File: config.mk
export PLATFORM = sky130hd
export DESIGN_NAME = b2g_front
export DESIGN_NICKNAME = d
export VERILOG_FILES = /design/src/rtl/b2g_pkg.sv /design/src/rtl/b2g_front.sv
export SDC_FILE = /design/constraint.sdc
export NUM_CORES = 1
export LEC_CHECK = 0
export ABC_CLOCK_PERIOD_IN_PS = 1800
export BUFFER_PORTS_ARGS = -buffer_cell sky130_fd_sc_hd__buf_2
export CORE_MARGIN = 5
export CORE_UTILIZATION = 35
export DETAILED_ROUTE_END_ITERATION = 10
export PLACE_DENSITY = 0.79
export SLEW_MARGIN = 40
export SYNTH_ARGS = -nofsm -noshare
export SYNTH_HDL_FRONTEND = slang
export SYNTH_SLANG_ARGS = --single-unit
File: constraint.sdc
create_clock -name clk -period 1.8 [get_ports clk]
set_input_delay 0.27 -clock clk [delete_from_list [all_inputs] [get_ports clk]]
set_output_delay 0.27 -clock clk [all_outputs]
set_load 0.03 [all_outputs]
File: src/rtl/b2g_pkg.sv
`default_nettype none

package b2g_pkg;

    localparam logic [1:0] KIND_LOAD = 2'd0;
    localparam logic [1:0] KIND_DATA = 2'd1;
    localparam logic [1:0] KIND_END  = 2'd2;

    localparam logic [7:0] TRAIL_LOW  = 8'h40;
    localparam logic [7:0] TRAIL_HIGH = 8'hFE;
    localparam logic [7:0] MISS_BYTE  = 8'h5F;

    typedef enum logic [1:0] {
        ST_OK         = 2'd0,
        ST_ILLEGAL    = 2'd1,
        ST_INCOMPLETE = 2'd2
    } status_t;

    typedef enum logic [1:0] {
        OP_LOAD,
        OP_EMIT,
        OP_LOOKUP
    } op_t;

    typedef struct packed {
        op_t         op;
        logic [13:0] index;
        logic [15:0] data;
        logic [15:0] value;
        logic        has_byte;
        status_t     status;
    } cmd_t;

    typedef enum logic [2:0] {
        B_IDLE,
        B_PROBE,
        B_CMP,
        B_EMIT_HI,
        B_EMIT_LO
    } back_state_t;

endpackage

`default_nettype wire

File: src/rtl/b2g_front.sv
`default_nettype none

module b2g_front
    import b2g_pkg::*;
#(
    parameter int unsigned TABLE_DEPTH = 16384
)
(
    input  wire logic        clk,
    input  wire logic        rst_n,
    input  wire logic        accept,
    input  wire logic [1:0]  kind,
    input  wire logic [7:0]  in_byte,
    input  wire logic [13:0] entry_index,
    input  wire logic [15:0] entry_key,
    input  wire logic [15:0] entry_value,
    output logic             push,
    output cmd_t             push_cmd
);

    logic       lead_pending_reg;
    logic       lead_pending_next;
    logic [7:0] lead_byte_reg;
    logic [7:0] lead_byte_next;
    logic       slot_ok;
    logic       trail_ok;

    assign slot_ok  = 17'(entry_index) < 17'(TABLE_DEPTH);
    assign trail_ok = (in_byte >= TRAIL_LOW) && (in_byte <= TRAIL_HIGH);

    always_comb
    begin
        lead_pending_next = lead_pending_reg;
        lead_byte_next    = lead_byte_reg;
        push              = 1'b0;
        push_cmd.op       = OP_EMIT;
        push_cmd.index    = entry_index;
        push_cmd.data     = entry_key;
        push_cmd.value    = entry_value;
        push_cmd.has_byte = 1'b0;
        push_cmd.status   = ST_OK;
        if (accept)
        begin
            priority if (kind == KIND_LOAD)
            begin
                push        = slot_ok;
                push_cmd.op = OP_LOAD;
            end
            else if (kind == KIND_DATA)
            begin
                priority if (!lead_pending_reg && in_byte[7])
                begin
                    lead_byte_next    = in_byte;
                    lead_pending_next = 1'b1;
                end
                else if (!lead_pending_reg)
                begin
                    push              = 1'b1;
                    push_cmd.data     = {8'h00, in_byte};
                    push_cmd.has_byte = 1'b1;
                end
                else if (trail_ok)
                begin
                    push              = 1'b1;
                    push_cmd.op       = OP_LOOKUP;
                    push_cmd.data     = {lead_byte_reg, in_byte};
                    lead_pending_next = 1'b0;
                end
                else
                begin
                    push            = 1'b1;
                    push_cmd.data   = 16'h0000;
                    push_cmd.status = ST_ILLEGAL;
                end
            end
            else if (kind == KIND_END)
            begin
                push              = lead_pending_reg;
                push_cmd.data     = 16'h0000;
                push_cmd.status   = ST_INCOMPLETE;
                lead_pending_next = 1'b0;
            end
            else
            begin
                push = 1'b0;
            end
        end
    end

    always_ff @(posedge clk or negedge rst_n)
    begin
        if (!rst_n)
        begin
            lead_pending_reg <= 1'b0;
            lead_byte_reg    <= 8'h00;
        end
        else
        begin
            lead_pending_reg <= lead_pending_next;
            lead_byte_reg    <= lead_byte_next;
        end
    end

endmodule

`default_nettype wire

# Yosys cells after proc, flatten, opt, wreduce, memory -nomap -nowiden
# Index checks and enable logic that the tools add are counted.
dict set report totals {
  ff_bits 9
  latchBits 0
  ram_bits 0
  mem_bits_ro 0
  input_bits 59
  out_inout_bits 52
  memories 0
}
dict set report classes {
  add_sub_neg 0
  mul 0
  div 0
  order_cmp 2
  eq_ne 2
  n_shift 0
  n_mux 32
  bitwise 1
  reduce_logical 7
}
# operator count
set op_table {}
lappend op_table {{$mux W16} 7}
lappend op_table {{$mux W2} 8}
lappend op_table {{$mux W1} 14}
lappend op_table {{$mux W3} 3}
lappend op_table {{$ge A8 B7 Y1 const B} 1}
lappend op_table {{$le A8 B8 Y1 const B} 1}
lappend op_table {{$reduce_and A4 Y1} 1}
lappend op_table {{$reduce_and A3 Y1} 1}
lappend op_table {{$eq A2 B1 Y1 const B} 1}
lappend op_table {{$eq A2 B2 Y1 const B} 1}
lappend op_table {{$logic_and A1 B1 Y1} 2}
lappend op_table {{$logic_not A2 Y1} 1}
lappend op_table {{$reduce_bool A2 Y1} 1}
lappend op_table {{$logic_not A1 Y1} 1}
lappend op_table {{$not A1 Y1} 1}

# Depth between registers and ports, before layout
dict set report logic_depth {
  ltp_word 8
  mapped_depth 7
}

# Least setup slack after synthesis
# OpenSTA, ideal clock, no wires.
dict set report synth_path {
  path_type {input-to-output}
  from {input port kind[0]}
  to {output port push_cmd[19] (netlist bit)}
  t_arrival_ns 1.584
  required_ns 1.530
  path_slack_ns -0.054
  stages 5
  n_path_buf 0
  path_cell_list {inv_1 > ha_1 > nand3b_2 > a2111oi_4 > a22o_1}
}
# item line
set synth_lines {}
lappend synth_lines {{start, declared} b2g_front.sv:12} ;# input wire logic [1:0] kind,
lappend synth_lines {{end, declared} b2g_front.sv:18} ;# output cmd_t push_cmd

==> run_results.csv <==
group,metric,value,unit
clocking,htreeDepth,1,
placed_design,dp_hpwl,2.46,mm
power,seqPwrFrac,0.331,
yosys,avgSynthCellArea,9.26,um2
die,floorplan.initialDensity,0.373,
clocking,cts_tree,"done",
sta,worstMarginPinSlew,0.411,ns
power,p_int,0.537,mW
die,die_x,64.7,um
flow_run,cap_violations,0,
drt,firstDrtPassIters,4,
yosys,ys_ff_latch,9,
clocking,cts_root_buffer,"clkbuf_4",
drt,via_count,990,
power,pwr-share-clk,0.189,
worst_hold_path,hp-class,"primary input to register",
setup_path,cp-end-kind,"output pin",
power,power_switching,0.300,mW
die,io_pins,111,
sta,drv_slew,0,
clocking,clock_path_buffers,2,
cells_and_area,post-route-util,0.517,
drt,routed_wl,3.21,mm
power,report.power.total,0.836,mW
sta,slew_headroom,0.725,
sta,setup_slack,-0.191,ns
cells_and_area,diodes,0,
setup_path,critPathLaunchType,"register",
grt,grt_pass1_vias,1094,
clocking,cts_buffers,3,
sta,period_needed,1.99,ns
die,core,0.00281,mm2
sta,fin_worst_skew,0.00376,ns
yosys,yosysSeqAreaShare,0.215,
drt,drtIter0Drc,30,
clocking,cts.sinks,9,
yosys,netlist.area_leader.share,0.215,
power,p_leak,0.679,nW
die,die_area,0.00418,mm2
cells_and_area,final_nets,214,
yosys,synthesis.nets,176,
placed_design,post-place-ws,-0.218,ns
cells_and_area,largest_reg_flops,8,
power,combPwrFrac,0.480,
clocking,path_clk_slew,0.06,ns
sta,setup_viol,17,
yosys,syn-cell-area,0.00105,mm2
yosys,syn_inst,113,
yosys,yosysWarnings,0,
sta,final.setup.tns,-2.51,ns
cells_and_area,fillers,253,
grt,overflow,0,
power,peakVddDrop,0.000258,V
die,die_h,64.7,um
yosys,synth_area_leaders,"buf_4 22%, dfrtp_1 22%, mux2_2 7.5%, o2bb2ai_1 6.7%, a22o_1 5.9%",
placed_design,gp_congestion,0.800,
setup_path,cp.arrival,1.72,ns
placed_design,port_buffers,50,
setup_path,worstSetupPathType,"register to output pin",
setup_path,worstPathMaxFanout,5,
grt,grt_pass1_wl,5.34,mm
yosys,synth_top_area_cell,"buf_4",
sta,rsz0062_at_grt,"true",
drt,drt.antenna.violating_nets,0,
drt,avgRoutedWirePerCell,17.8,um
cells_and_area,drive_gt1_frac,0.653,
grt,grt_use_total,0.164,
clocking,clock_latency,0.26,ns
setup_path,crit_required,1.53,ns
grt,grt_max_degree,11,
yosys,ys_types,34,
run_status,run_status,"complete, but fails checks",
power,power.share.switching,0.358,
sta,fmax,502,MHz
power,power_density,577,mW/mm2
sta,finalHoldViolCount,0,
cells_and_area,area.growth.synth_to_final,38.5,%
die,num_rows,19,
run_status,failed_checks,"setup timing",
drt,drc,0,
sta,finalCritPeriodShare,1.11,
drt,via_per_inst,5.47,
grt,antenna_found_initial,0,
-- metrics by stage --
| step | instances | instance area, um2 | hold slack [ns] |
|---|---|---|---|
| after floorplan | 113 | 1050 | -0.0256 |
| after global placement | 175 | 1200 | 0.125 |
| after detailed placement | 175 | 1200 | 0.133 |
| after CTS | 182 | 1420 | 0.286 |
| after global routing | 181 | 1450 | 0.287 |
| final | 181 | 1450 | 0.289 |
-- cell type report --
type	instances	area (um2)	share of cell area
Clock buffer	4	26.3	0.0181
Inverter	5	18.8	0.0130
Multi-Input combinational cell	65	656	0.453
Sequential cell	9	225	0.155
Tap cell	31	38.8	0.0268
Timing Repair Buffer	67	484	0.334
-- final timing paths --
check | from | endpoint | slack (ns) | depth (start not counted)
max | lead_pending_reg | push_cmd[23] | -0.19 | 6
min | in_byte[4] | lead_byte_reg[4] | 0.29 | 2
max reg2reg | lead_pending_reg | lead_byte_reg[1] | 0.35 | 3
min reg2reg | lead_byte_reg[7] | lead_byte_reg[7] | 0.49 | 1
max in group asynchronous | rst_n | lead_byte_reg[2] | 1.22 | 2
min in group asynchronous | rst_n | lead_byte_reg[4] | 0.40 | 2
-- critical path, stage by stage (launching register included) --
cell     delay [ns]
dfrtp_1        0.40
buf_6          0.14
nor2b_4        0.05
a211o_1        0.32
buf_6          0.17
a22o_4         0.24
buf_6          0.14
-- cell usage after synthesis --
| cell | n |
|---|---|
| and4_1 | 1 |
| a2111oi_4 | 1 |
| a21boi_0 | 1 |
| buf_6 | 2 |
| nand3b_2 | 1 |
| or2_2 | 1 |
| mux2_2 | 7 |
| nor2b_4 | 1 |
| and2_1 | 1 |
| nor3_1 | 2 |
| nor2b_1 | 2 |
| a211o_1 | 2 |
| o2bb2ai_1 | 8 |
| a21bo_2 | 1 |
| a211oi_1 | 1 |
| nor3b_1 | 1 |
| o22ai_1 | 1 |
| nand3_1 | 1 |
| a32o_1 | 1 |
| dfrtp_1 | 9 |
| clkbuf_2 | 1 |
| nand2b_2 | 1 |
| nor2_1 | 3 |
| a221oi_1 | 1 |
| buf_2 | 1 |
| inv_1 | 5 |
| a21oi_1 | 1 |
| and4_4 | 1 |
| ha_1 | 4 |
| buf_4 | 30 |
| a22o_1 | 7 |
| o21ai_0 | 8 |
| nand2_1 | 4 |
| nor3_4 | 1 |
-- logic make-up (layout without fill, tap and decap cells) --
logic type      after synthesis  count (layout)  share of synthesized area
buf+inv                      39              76                      0.264
compound gates               33              33                      0.260
simple gates                 21              21                      0.138
flops                         9               9                      0.215
mux                           7               7                     0.0754
fa+ha+maj                     4               4                     0.0478
-- power groups by stage --
stage | Sequential (mW) | Clock, mW | Combinational, mW
5_1_grt | 0.283 | 0.175 | 0.432
6_report | 0.277 | 0.158 | 0.401
3_3_place_gp | 0.275 | 0 | 0.317
3_5_place_dp | 0.278 | 0 | 0.327
2_1_floorplan | 0.267 | 0 | 0.342
4_1_cts | 0.277 | 0.164 | 0.394
-- cells in the final DEF, fill, tap and decap left out, types with 3 or more instances in the layout --
cell       netlist  final
a22o_4           0      7
buf_2            1     31
buf_4           30     20
buf_6            2     15
clkbuf_4         0      3
dfrtp_1          9      9
ha_1             4      3
inv_1            5      5
mux2_2           7      7
nand2_1          4      4
o21ai_0          8      8
o2bb2ai_1        8      6
-- layer usage --
metal | routed length, um | share of wire | global-route usage
met1 | 1160 | 0.36 | 0.172
met3 | 216 | 0.067 | 0.0466
met4 | 86 | 0.027 | 0.0871
met2 | 1750 | 0.54 | 0.296
met5 | 0 | 0 | 0
-- repair_timing --
action                                  CTS  global route
buffers inserted                          1             0
resized for setup                        43            10
hold endpoints to repair                  9             0
hold buffers                              1             0
pin swaps                                10             2
cloned                                    1             0
endpoints found under the setup margin   18            19
No activity file was read; power rests on OpenSTA's default activity.
