`src/rtl/b2g_pkg.sv`:
```
`default_nettype none

package b2g_pkg;

    localparam logic [1:0] KIND_LOAD = 2'd0;
    localparam logic [1:0] KIND_DATA = 2'd1;
    localparam logic [1:0] KIND_END  = 2'd2;

    localparam logic [7:0] TRAIL_LOW  = 8'h40;
    localparam logic [7:0] TRAIL_HIGH = 8'hFE;
    localparam logic [7:0] MISS_BYTE  = 8'h5F;

    typedef enum logic [1:0] {
        ST_OK         = 2'd0,
        ST_ILLEGAL    = 2'd1,
        ST_INCOMPLETE = 2'd2
    } status_t;

    typedef enum logic [1:0] {
        OP_LOAD,
        OP_EMIT,
        OP_LOOKUP
    } op_t;

    typedef struct packed {
        op_t         op;
        logic [13:0] index;
        logic [15:0] data;
        logic [15:0] value;
        logic        has_byte;
        status_t     status;
    } cmd_t;

    typedef enum logic [2:0] {
        B_IDLE,
        B_PROBE,
        B_CMP,
        B_EMIT_HI,
        B_EMIT_LO
    } back_state_t;

endpackage

`default_nettype wire

```
`src/rtl/b2g_cmd_fifo.sv`:
```
`default_nettype none

module b2g_cmd_fifo
    import b2g_pkg::*;
(
    input  wire logic clk,
    input  wire logic rst_n,
    input  wire logic push,
    input  wire cmd_t push_cmd,
    output logic      full,
    input  wire logic pop,
    output logic      valid,
    output cmd_t      pop_cmd
);

    cmd_t       entry_reg [2];
    logic       wr_ptr_reg;
    logic       wr_ptr_next;
    logic       rd_ptr_reg;
    logic       rd_ptr_next;
    logic [1:0] count_reg;
    logic [1:0] count_next;
    logic       do_push;
    logic       do_pop;

    assign full    = count_reg == 2'd2;
    assign valid   = count_reg != 2'd0;
    assign pop_cmd = entry_reg[rd_ptr_reg];
    assign do_push = push && !full;
    assign do_pop  = pop && valid;

    always_comb
    begin
        wr_ptr_next = do_push ? !wr_ptr_reg : wr_ptr_reg;
        rd_ptr_next = do_pop ? !rd_ptr_reg : rd_ptr_reg;
        count_next  = count_reg + 2'(do_push) - 2'(do_pop);
    end

    always_ff @(posedge clk)
    begin
        if (do_push)
        begin
            entry_reg[wr_ptr_reg] <= push_cmd;
        end
    end

    always_ff @(posedge clk or negedge rst_n)
    begin
        if (!rst_n)
        begin
            wr_ptr_reg <= 1'b0;
            rd_ptr_reg <= 1'b0;
            count_reg  <= 2'd0;
        end
        else
        begin
            wr_ptr_reg <= wr_ptr_next;
            rd_ptr_reg <= rd_ptr_next;
            count_reg  <= count_next;
        end
    end

endmodule

`default_nettype wire

```
`config.mk`:
```
export PLATFORM = sky130hd
export DESIGN_NAME = b2g_cmd_fifo
export DESIGN_NICKNAME = d
export VERILOG_FILES = /design/src/rtl/b2g_pkg.sv /design/src/rtl/b2g_cmd_fifo.sv
export SDC_FILE = /design/constraint.sdc
export NUM_CORES = 1
export LEC_CHECK = 0
export ABC_AREA = 1
export BUFFER_PORTS_ARGS = -buffer_cell sky130_fd_sc_hd__clkbuf_2
export CAP_MARGIN = 10
export CELL_PAD_IN_SITES_DETAIL_PLACEMENT = 0
export CELL_PAD_IN_SITES_GLOBAL_PLACEMENT = 1
export CORE_MARGIN = 1.5
export CORE_UTILIZATION = 39
export CTS_BUF_LIST = sky130_fd_sc_hd__clkbuf_8
export CTS_CLUSTER_DIAMETER = 40
export DETAILED_ROUTE_END_ITERATION = 8
export MAX_ROUTING_LAYER = met4
export PLACE_DENSITY_LB_ADDON = 0.1
export RECOVER_POWER = 50
export REMOVE_ABC_BUFFERS = 1
export SKIP_CTS_REPAIR_TIMING = 1
export SYNTH_ARGS = -nofsm -noshare
export SYNTH_HDL_FRONTEND = slang
export SYNTH_SLANG_ARGS = --single-unit
```
`constraint.sdc`:
```
create_clock -name clk -period 3.2 [get_ports clk]
set_input_delay 0.32 -clock clk [delete_from_list [all_inputs] [get_ports clk]]
set_output_delay 0.32 -clock clk [all_outputs]
set_load 0.1 [all_outputs]
```
After elaboration in Yosys (flattened, before gate mapping)
Memory sizes are Yosys's and may differ from the RTL's.
Index checks and enable logic that the tools add are counted.
{ "op_classes": {"add_sub_neg": 2, "eq_ne": 1, "mux": 2, "reduce_logical": 6} }
{ "ops": {"columns": ["op", "n"], "rows": [
  ["$logic_not 1->1", 3],
  ["$add 2x1->2", 1],
  ["$eq 2x2->1 const B", 1],
  ["$logic_and 1x1->1", 2],
  ["$mux 1", 2],
  ["$reduce_bool 2->1", 1],
  ["$sub 2x1->2", 1]
]} }
{ "totals": {"ff_bits": 4, "mem_bits_rw": 102, "input_bits": 55, "memories": 1} }
{ "mem_list": {"columns": ["memory", "words", "width", "read_ports", "rd_clocked_by_memory_dff", "wr", "line", "text"], "rows": [
  ["entry_reg", 2, 51, 1, 0, 1, "b2g_cmd_fifo.sv:16", "cmd_t entry_reg [2];"]
]} }

Longest topological paths before layout
Gate-level depths: netlist of run 1.
{ "depth": {"depth_word": 5, "ltp_mapped": 10, "ltp_nobuf": 10} }

Worst setup path before layout of run 1
OpenSTA, ideal clock, no wires.
{ "synth_timing": {"path_type": "register -> register", "from": "register count_reg[1]", "to": "memory entry_reg[1][0] (netlist name) (enable)", "setup_ns": 0.460, "arrival_time_ns": 2.696, "required_time_ns": 2.740, "path_slack_ns": 0.044, "stages_incl_launch_ff": 4, "path_buffers": 0, "period_less_slack_ns": 3.156, "path_cell_list": "dfrtp_1 > nand2_1 > nand2_1 > nor2_1"} }
{ "synth_between": {"elab_chain_cells": 5} }
{ "synth_rtl": {"columns": ["item", "line", "text"], "rows": [
  ["start: declaration", "b2g_cmd_fifo.sv:21", "logic [1:0] count_reg;"],
  ["start signal: assignment", "b2g_cmd_fifo.sv:59", "count_reg <= count_next;"],
  ["$eq 2x2->1", "b2g_cmd_fifo.sv:26", "assign full = count_reg == 2'd2;"],
  ["$logic_not 1->1", "b2g_cmd_fifo.sv:29", "assign do_push = push && !full;"],
  ["$logic_and 1x1->1", "b2g_cmd_fifo.sv:29", null],
  ["$mux 1", "b2g_cmd_fifo.sv:41", "if (do_push)"],
  ["$mux 1 (not written as such)", "b2g_cmd_fifo.sv:43", "entry_reg[wr_ptr_reg] <= push_cmd;"],
  ["end: declaration", "b2g_cmd_fifo.sv:16", null]
]} }
Every way passes these cells.

==> results of run 1 <==
-- kinds of logic after synthesis --
| family | Yosys count | synth area share, % |
|---|---|---|
| buf+inv | 21 | 4.231 |
| simple gates | 170 | 17.08 |
| flops | 106 | 78.07 |
| fa+ha+maj | 2 | 0.6176 |
-- Yosys cell counts, drive strengths merged --
library cell / number
nand2: 166
edfxtp: 102
buf: 11
inv: 10
dfrtp: 4
nand3: 3
ha: 2
nor2: 1
-- path summary, 6_finish.rpt --
kind | startpoint | endpoint | slack, ns
setup / recovery | rd_ptr_reg$_DFFE_PN0P_ | pop_cmd[25] | 0.65
setup reg to reg | count_reg[1]$_DFF_PN0_ | entry_reg[1][22]$_DFFE_PP_ | 1.00
hold / removal | push_cmd[10] | entry_reg[1][10]$_DFFE_PP_ | 0.15
min in group asynchronous | rst_n | count_reg[0]$_DFF_PN0_ | 0.33
hold reg to reg | wr_ptr_reg$_DFFE_PN0N_ | wr_ptr_reg$_DFFE_PN0N_ | 0.48
max in group asynchronous | rst_n | rd_ptr_reg$_DFFE_PN0P_ | 2.64
-- area by class of cell --
class                      count  area, µm²  share of cell area, %
multi-input combinational    172      719.4                  14.90
tap                          136      170.2                  3.524
clock inverter                 7      71.32                  1.477
clock buffer                   9      123.9                  2.565
inverter                      10      45.04                 0.9329
timing repair buffer         112      534.3                  11.07
sequential                   106       3164                  65.54
-- metal layers --
metal | vias up | GRT usage [%]
met5 | - | -
met4 | 0 | 6.164
met2 | 62 | 20.54
li1 | 1220 | -
met3 | 9 | 2.994
met1 | 1115 | 19.63
-- metrics by stage --
stage	cell area [µm²]	hold slack, ns	util, %
2_1_floorplan	3925	0.02441	-
3_3_place_gp	4682	0.1437	45.97
3_5_place_dp	4682	0.1419	45.97
4_1_cts	4877	-0.2544	47.89
5_1_grt	4828	0.1171	47.41
6_report	4828	0.1474	47.41
-- layout by cell type, fill, tap and decap left out --
cell           synthesis  layout
nor2_2                 0       1
clkinvlp_4             0       2
nand3_1                3       3
dfrtp_1                4       3
ha_1                   2       2
inv_8                  1       1
clkbuf_1               0      43
edfxtp_1             102     102
nand2_1              146     146
buf_12                 2       1
nand2_2               20      20
dlygate4sd3_1          0       1
inv_1                  9      10
clkinv_4               0       2
clkinv_2               0       1
clkbuf_8               0       9
buf_4                  4       3
dfrtp_2                0       1
bufinv_16              0       1
clkbuf_2               0      64
==> flow_metrics.env, run 1 <==
export IMPL_rsz0062_at_grt="false"
export IMPL_hpwl_um=4826
export IMPL_numCtsBuffers=9
export IMPL_yosysTopAreaCellShare_pct=75.60
export IMPL_synth_area_leaders="edfxtp_1, nand2_1, nand2_2, dfrtp_1, buf_6"
export IMPL_critPathBufInv=2
export IMPL_gp_congestion=0.6953
export IMPL_vias=2406
export IMPL_yosys_register_bits=106
export IMPL_num_rows=37
export IMPL_drv_slew=0
export IMPL_cts_root_buf="clkbuf_8"
export IMPL_wl_met3_um=339
export IMPL_period_share_pct=79.63
export IMPL_initial_utilization_pct=39.78
export IMPL_remaining_drc_errors=0
export IMPL_core_area_mm2=0.01018
export IMPL_min_period_ns=2.548
export IMPL_avgSynthCellArea_um2=13.55
export IMPL_routed_top_layer="met4"
export IMPL_ys_seq_area_share_pct=78.07
export IMPL_die_area_mm2=0.01101
export IMPL_wl_per_cell_um=13.47
export IMPL_arrival_ns=2.23
export IMPL_critPathTopFamily="buffers and inverters"
export IMPL_path_cells="buf_4 -> nand2_1 -> nand2_1 -> clkbuf_2"
export IMPL_clkTransAtPathRegs_ns=0.10
export IMPL_final_setup_viol_count=0
export IMPL_cp_depth=4
export IMPL_hold_violations=0
export IMPL_grt_max_degree=53
export IMPL_wirelength_met1_um=3547
export IMPL_clkLatencyLatePin_ns=0.35
export IMPL_hp_class="in -> reg"
export IMPL_die_w_um=104.9
export IMPL_startpoint_type="register"
export IMPL_fmax_ghz=0.3925
export IMPL_fin_nets=468
export IMPL_critPathSlowestCell="dfrtp_2"
export IMPL_final_fill_count=970
export IMPL_synth_cells=299
export IMPL_hold_depth=1
export IMPL_path_common_cell="nand2_1"
export IMPL_grt_pass1_wl_um=11360
export IMPL_outcome="completed"
export IMPL_pre_cts_slack_ns=0.9946
export IMPL_firstDrtPassIters=4
export IMPL_cpPeakStageDelay_ns=0.80
export IMPL_grt_remaining_overflow=0
export IMPL_largest_reg_flops=102
export IMPL_dieHeight_um=104.9
export IMPL_clock_path_buffers=2
export IMPL_drive_gt1_share_pct=25.48
export IMPL_vias_per_cell=4.359
export IMPL_antenna_found_initial=0
export IMPL_cts_tree="yes"
export IMPL_maxCapViolCount=0
export IMPL_reg2reg_depth=4
export IMPL_wl_met2_um=3467
export IMPL_grt_pass1_vias=2207
export IMPL_syn2layout_area_growth_pct=19.18
export IMPL_worst_slew_pin_transition_ns=1.244
export IMPL_crit_path_max_fanout=31
export IMPL_route_antenna_remaining_nets=0
export IMPL_synth_top_cell_by_area="edfxtp_1"
export IMPL_yosysWarnings=0
export IMPL_htreeDepth=3
export IMPL_clock_sinks=106
export IMPL_fin_skew_ns=0.006063
export IMPL_cp_required_ns=2.88
export IMPL_wl_um=7436
export IMPL_io_pins=108
export IMPL_drt_iter0_markers=98
export IMPL_placedCellCount=535
export IMPL_ys_types=12
export IMPL_antennaDiodeCount=0
export IMPL_crit_type="reg -> out"
export IMPL_port_buffer_count=107
export IMPL_track_usage_pct=14.26
export IMPL_slew_headroom_pct=16.97
export IMPL_fin_ws_ns=0.6520
export IMPL_instances_no_fill=552
export IMPL_netlist_area_mm2=0.004051
export IMPL_end_kind="output port"
export IMPL_setup_tns_ns=0
Power of run 1 is left out: the tool's default activity adds up to more than one toggle a clock period on the data nets, which glitch-free logic cannot reach.
==> run 2: changes to the inputs <==
Settings changed: ABC_AREA 1 to 0, CORE_UTILIZATION 39 to 46.
Clock period 3.2 ns to 2.6 ns, I/O delays scaled along.
==> run 2 against run 1 <==
  * Critical path type unchanged
  * Via count shrank 19%
  * Cell area grew 1.5%
  * Clock skew grew 0.0014 ns
  * Wire length shrank 15%
  * Synthesized area grew 0.99%
  * Sequential share of layout area shrank 0.92 points
  * Hold slack lost 0.059 ns
  * Register-to-register slack lost 0.57 ns
  * Highest routed layer unchanged
  * Critical path depth shrank 1
  * Count of clock-buffer cells in the layout grew 2
  * Global-route usage shrank 0.35 points
  * Critical endpoint is now pop_cmd[47]
  * Synthesized cell count shrank 41%
==> flow_metrics.env, run 2 <==
export IMPL_wl_per_cell_um=15.41
export IMPL_htreeDepth=3
export IMPL_synth_edff_count=102
export IMPL_startpoint_type="register"
export IMPL_end_kind="output port"
export IMPL_synth_most_common_cell="edfxtp_1"
export IMPL_grt_pass1_vias=1944
export IMPL_netlist_area_mm2=0.004091
export IMPL_placedCellCount=391
export IMPL_fmax_ghz=0.4396
export IMPL_r2r_start="count_reg[1]$_DFF_PN0_"
export IMPL_critPathTopFamily="flip-flops"
export IMPL_ys_seq_area_share_pct=77.31
export IMPL_outcome="completed"
export IMPL_wl_um=6289
export IMPL_clkTransAtPathRegs_ns=0.10
export IMPL_vias=1945
export IMPL_port_buffer_count=107
export IMPL_fin_skew_ns=0.007507
export IMPL_hp_class="in -> reg"
export IMPL_critPathBufInv=2
export IMPL_seqCellArea_mm2=0.003167
export IMPL_synth_area_leaders="edfxtp_1, mux2_4, dfrtp_1, buf_6, xnor2_1"
export IMPL_cp_startpoint="rd_ptr_reg$_DFFE_PN0P_"
export IMPL_final_setup_viol_count=0
export IMPL_io_pins=108
export IMPL_gp_congestion=0.6750
export IMPL_yosys_register_bits=106
export IMPL_yosysTopAreaCellShare_pct=74.86
export IMPL_core_area_mm2=0.008678
export IMPL_crit_type="reg -> out"
export IMPL_firstDrtPassIters=4
export IMPL_largest_reg_flops=102
export IMPL_synth_top_cell_by_area="edfxtp_1"
export IMPL_fin_nets=352
export IMPL_avgSynthCellArea_um2=23.12
export IMPL_vias_per_cell=4.767
export IMPL_drive_gt1_share_pct=47.67
export IMPL_clock_path_buffers=2
export IMPL_grt_remaining_overflow=0
export IMPL_num_rows=34
export IMPL_crit_path_max_fanout=21
export IMPL_instances_no_fill=408
export IMPL_cts_tree="yes"
export IMPL_remaining_drc_errors=0
export IMPL_reg2reg_depth=4
export IMPL_mostFrequentLayoutCell="edfxtp_1"
export IMPL_multi_input_area_um2=862.1
export IMPL_final_fill_count=713
export IMPL_period_share_pct=87.50
export IMPL_synth_ff_type="edfxtp_1"
export IMPL_antenna_found_initial=0
export IMPL_drv_slew=0
export IMPL_syn2layout_area_growth_pct=19.79
export IMPL_cp_required_ns=2.34
export IMPL_async_reset_ff_share_pct=3.774
export IMPL_min_from="push_cmd[8]"
export IMPL_antennaDiodeCount=0
export IMPL_die_w_um=97.31
export IMPL_cts_root_buf="clkbuf_8"
export IMPL_critPathSlowestCell="dfrtp_4"
export IMPL_rsz0062_at_grt="false"
export IMPL_grt_max_degree=52
export IMPL_synth_cells=177
export IMPL_slew_headroom_pct=9.797
export IMPL_arrival_ns=2.02
export IMPL_drt_iter0_markers=78
export IMPL_path_cells="buf_12 -> mux2_4 -> clkbuf_2"
export IMPL_hpwl_um=4317
export IMPL_clkLatencyLatePin_ns=0.35
export IMPL_cpPeakStageDelay_ns=0.71
export IMPL_min_period_ns=2.275
export IMPL_grt_pass1_wl_um=9591
export IMPL_hold_depth=1
export IMPL_dieHeight_um=97.31
export IMPL_synthTopCellsByCount="edfxtp_1, mux2_4, buf_6"
export IMPL_die_area_mm2=0.009469
export IMPL_hold_violations=0
export IMPL_yosysWarnings=0
export IMPL_maxCapViolCount=0
export IMPL_route_antenna_remaining_nets=0
export IMPL_worst_slew_pin_transition_ns=1.353
export IMPL_cp_depth=3
export IMPL_initial_utilization_pct=47.15
export IMPL_clock_sinks=106
export IMPL_ys_types=15
export IMPL_layout_common_cells="edfxtp_1, clkbuf_2, mux2_4, clkbuf_1, clkbuf_8"
export IMPL_track_usage_pct=13.91
export IMPL_numCtsBuffers=9
==> run 2: cell count changes after synthesis, moves of 2 or more <==
cell     previous run  this run
buf_12              2         0
buf_4               4         0
inv_1               9         2
mux2_2              0         2
mux2_4              0        49
nand2_1           146         1
nand2_2            20         0
nand3_1             3         0
xnor2_1             0         3
==> run 2: logic make-up (layout without fill, tap and decap cells) <==
family	Yosys count	after routing	share of synthesized area (%)
XOR/XNOR	4	4	0.8564
adder cells (fa/ha/maj)	2	2	0.6115
buffers and inverters	8	131	1.835
flip-flops	106	106	77.31
multiplexers	51	51	18.53
AND/OR/NAND/NOR	6	6	0.8564
==> run 2: stage by stage <==
step	util (%)	setup WS (ns)	instance area, µm²	hold slack [ns]	TNS [ns]
3_3_place_gp	55.10	0.6900	4782	0.07190	0
3_5_place_dp	55.10	0.6881	4782	0.07419	0
5_1_grt	56.47	0.2326	4901	0.07327	0
4_1_cts	57.11	0.2849	4956	-0.3181	0
2_1_floorplan	-	-0.5872	4024	-0.03559	-40.90
6_report	56.47	0.3250	4901	0.08869	0
==> run 2: metal layers <==
layer	track usage [%]	vias up	wire length (µm)
met1	15.57	943	2566
met3	4.173	11	447
met5	-	-	0
met2	22.97	67	3168
li1	-	924	-
met4	6.593	0	105
==> run 2: cell type report <==
class	count	area share (%)
clock buffer	11	3.089
inverter	2	0.1532
sequential	106	64.62
timing repair buffer	113	11.34
clock inverter	5	0.4595
tap	108	2.757
multi-input combinational	63	17.59
==> run 2: final timing paths <==
kind / to / slack, ns
max: pop_cmd[47] / 0.32
min: entry_reg[1][8]$_DFFE_PP_ / 0.09
max reg2reg: entry_reg[0][26]$_DFFE_PP_ / 0.43
min reg2reg: count_reg[0]$_DFF_PN0_ / 0.52
max in group asynchronous: rd_ptr_reg$_DFFE_PN0P_ / 2.13
min in group asynchronous: count_reg[0]$_DFF_PN0_ / 0.26
Power of run 2 is left out for the same reason.
==> run 3: changes to the inputs <==
Settings changed: CORE_MARGIN 1.5 to not set, CORE_UTILIZATION 46 to 42.
Clock period 2.6 ns to 1.85 ns, I/O delays scaled along.
==> run 3 against run 2 <==
  * Wire length rose by 4.8%
  * Core utilization rose by 6.8 points
  * Sequential share of layout area fell by 11 points
  * Critical path depth did not move
  * Critical path type unchanged
==> flow_metrics.env, run 3 (same netlist as run 2, synthesis figures left out) <==
export IMPL_outcome="completed"
export IMPL_remaining_drc_errors=0
export IMPL_track_usage_pct=13.99
export IMPL_setup_tns_ns=0
export IMPL_core_area_mm2=0.009328
export IMPL_multi_input_area_um2=872.1
export IMPL_grt_pass1_wl_um=10080
export IMPL_antenna_found_initial=0
export IMPL_dieHeight_um=100.7
export IMPL_grt_busiest_layer="met2"
export IMPL_numCtsBuffers=9
export IMPL_vias_per_cell=4.613
export IMPL_fin_nets=368
export IMPL_cp_required_ns=1.66
export IMPL_clock_path_buffers=2
export IMPL_cts_root_buf="clkbuf_8"
export IMPL_die_w_um=100.7
export IMPL_initial_utilization_pct=43.86
export IMPL_wl_um=6591
export IMPL_final_setup_viol_count=0
export IMPL_clkLatencyLatePin_ns=0.35
export IMPL_min_period_ns=1.782
export IMPL_wl_per_cell_um=14.81
export IMPL_fin_skew_ns=0.009960
export IMPL_drive_gt1_share_pct=49.37
export IMPL_end_kind="output port"
export IMPL_met1_usage_pct=15.58
export IMPL_maxCapViolCount=0
export IMPL_period_share_pct=96.32
export IMPL_hold_violations=0
export IMPL_route_antenna_remaining_nets=0
export IMPL_arrival_ns=1.60
export IMPL_hp_class="in -> reg"
export IMPL_cts_tree="yes"
export IMPL_startpoint_type="register"
export IMPL_hpwl_um=4425
export IMPL_clock_sinks=106
export IMPL_grt_remaining_overflow=0
export IMPL_clkTransAtPathRegs_ns=0.10
export IMPL_crit_type="reg -> out"
export IMPL_rsz0062_at_grt="false"
export IMPL_drt_iter0_markers=68
export IMPL_grt_pass1_vias=1999
export IMPL_io_pins=108
export IMPL_htreeDepth=3
export IMPL_syn2layout_area_growth_pct=44.28
export IMPL_gp_congestion=0.6648
export IMPL_antennaDiodeCount=0
export IMPL_largest_reg_flops=102
export IMPL_drv_slew=0
export IMPL_met2_usage_pct=24.13
export IMPL_die_area_mm2=0.01014
export IMPL_port_buffer_count=107
export IMPL_fmax_ghz=0.5612
export IMPL_seqCellArea_mm2=0.003167
export IMPL_firstDrtPassIters=4
export IMPL_final_fill_count=714
export IMPL_grt_max_degree=37
export IMPL_worst_slew_pin_transition_ns=0.5338
export IMPL_crit_path_max_fanout=27
export IMPL_met3_usage_pct=3.259
export IMPL_slew_headroom_pct=64.41
export IMPL_mostFrequentLayoutCell="edfxtp_1"
export IMPL_layout_common_cells="edfxtp_1, buf_12, mux2_4, clkbuf_1, clkbuf_2"
export IMPL_num_rows=35
export IMPL_vias=2053
## run 3: cell types whose count changed in the layout (fill, tap and decap cells not counted), moves of 2 or more
cell	previous run	this run
buf_12	2	53
buf_4	1	3
clkbuf_1	37	30
clkbuf_2	71	26
clkbuf_8	11	9
clkinv_2	3	0
dlygate4sd3_1	1	15
inv_6	0	3
## run 3: cell type report
class / count / area share (%)
flip-flops and latches: 106 / 53.65
repair buffers: 129 / 25.33
multi-input cells: 63 / 14.77
well taps: 129 / 2.734
clock buffers: 9 / 2.098
clock inverters: 7 / 1.293
inverters: 2 / 0.1272
## run 3: worst paths after layout
path | from | to | slack [ns] | cells past startpoint
worst min-delay path | push_cmd[45] | entry_reg[0][45]$_DFFE_PP_ | 0.01 | 1
worst max register to register | count_reg[1]$_DFF_PN0_ | count_reg[1]$_DFF_PN0_ | 0.16 | 7
worst max-delay path | rd_ptr_reg$_DFFE_PN0P_ | pop_cmd[40] | 0.07 | 3
worst min register to register | wr_ptr_reg$_DFFE_PN0N_ | wr_ptr_reg$_DFFE_PN0N_ | 0.56 | 1
max in group asynchronous | rst_n | rd_ptr_reg$_DFFE_PN0P_ | 1.45 | 2
min in group asynchronous | rst_n | count_reg[0]$_DFF_PN0_ | 0.19 | 2
## run 3: worst max-delay path, cell delays in order, from the launching register on
cell     delay (ns)
dfrtp_4        0.51
buf_12         0.19
mux2_4         0.34
buf_12         0.17
## run 3: per-stage QoR
| step | hold WS [ns] | instances | setup slack [ns] | utilization, % | cell area (µm²) |
|---|---|---|---|---|---|
| final | 0.01484 | 445 | 0.06802 | 63.29 | 5903 |
| after CTS | -0.3936 | 430 | -0.1374 | 61.93 | 5777 |
| after floorplan | -0.1106 | 171 | -1.337 | - | 4024 |
| after global placement | -0.005175 | 414 | 0.2215 | 59.79 | 5577 |
| after global routing | 0.0009287 | 445 | 0.01281 | 63.29 | 5903 |
| after detailed placement | -0.0001843 | 414 | 0.1597 | 59.79 | 5577 |
## run 3: metal layers
| layer | share of wire (%) | wire length [µm] | vias to the layer above |
|---|---|---|---|
| met5 | 0 | 0 | - |
| met3 | 5.5 | 360 | 11 |
| met1 | 39 | 2588 | 1010 |
| met2 | 54 | 3551 | 74 |
| met4 | 1.4 | 91 | 0 |
| li1 | - | - | 958 |
Power of run 3 is left out for the same reason.
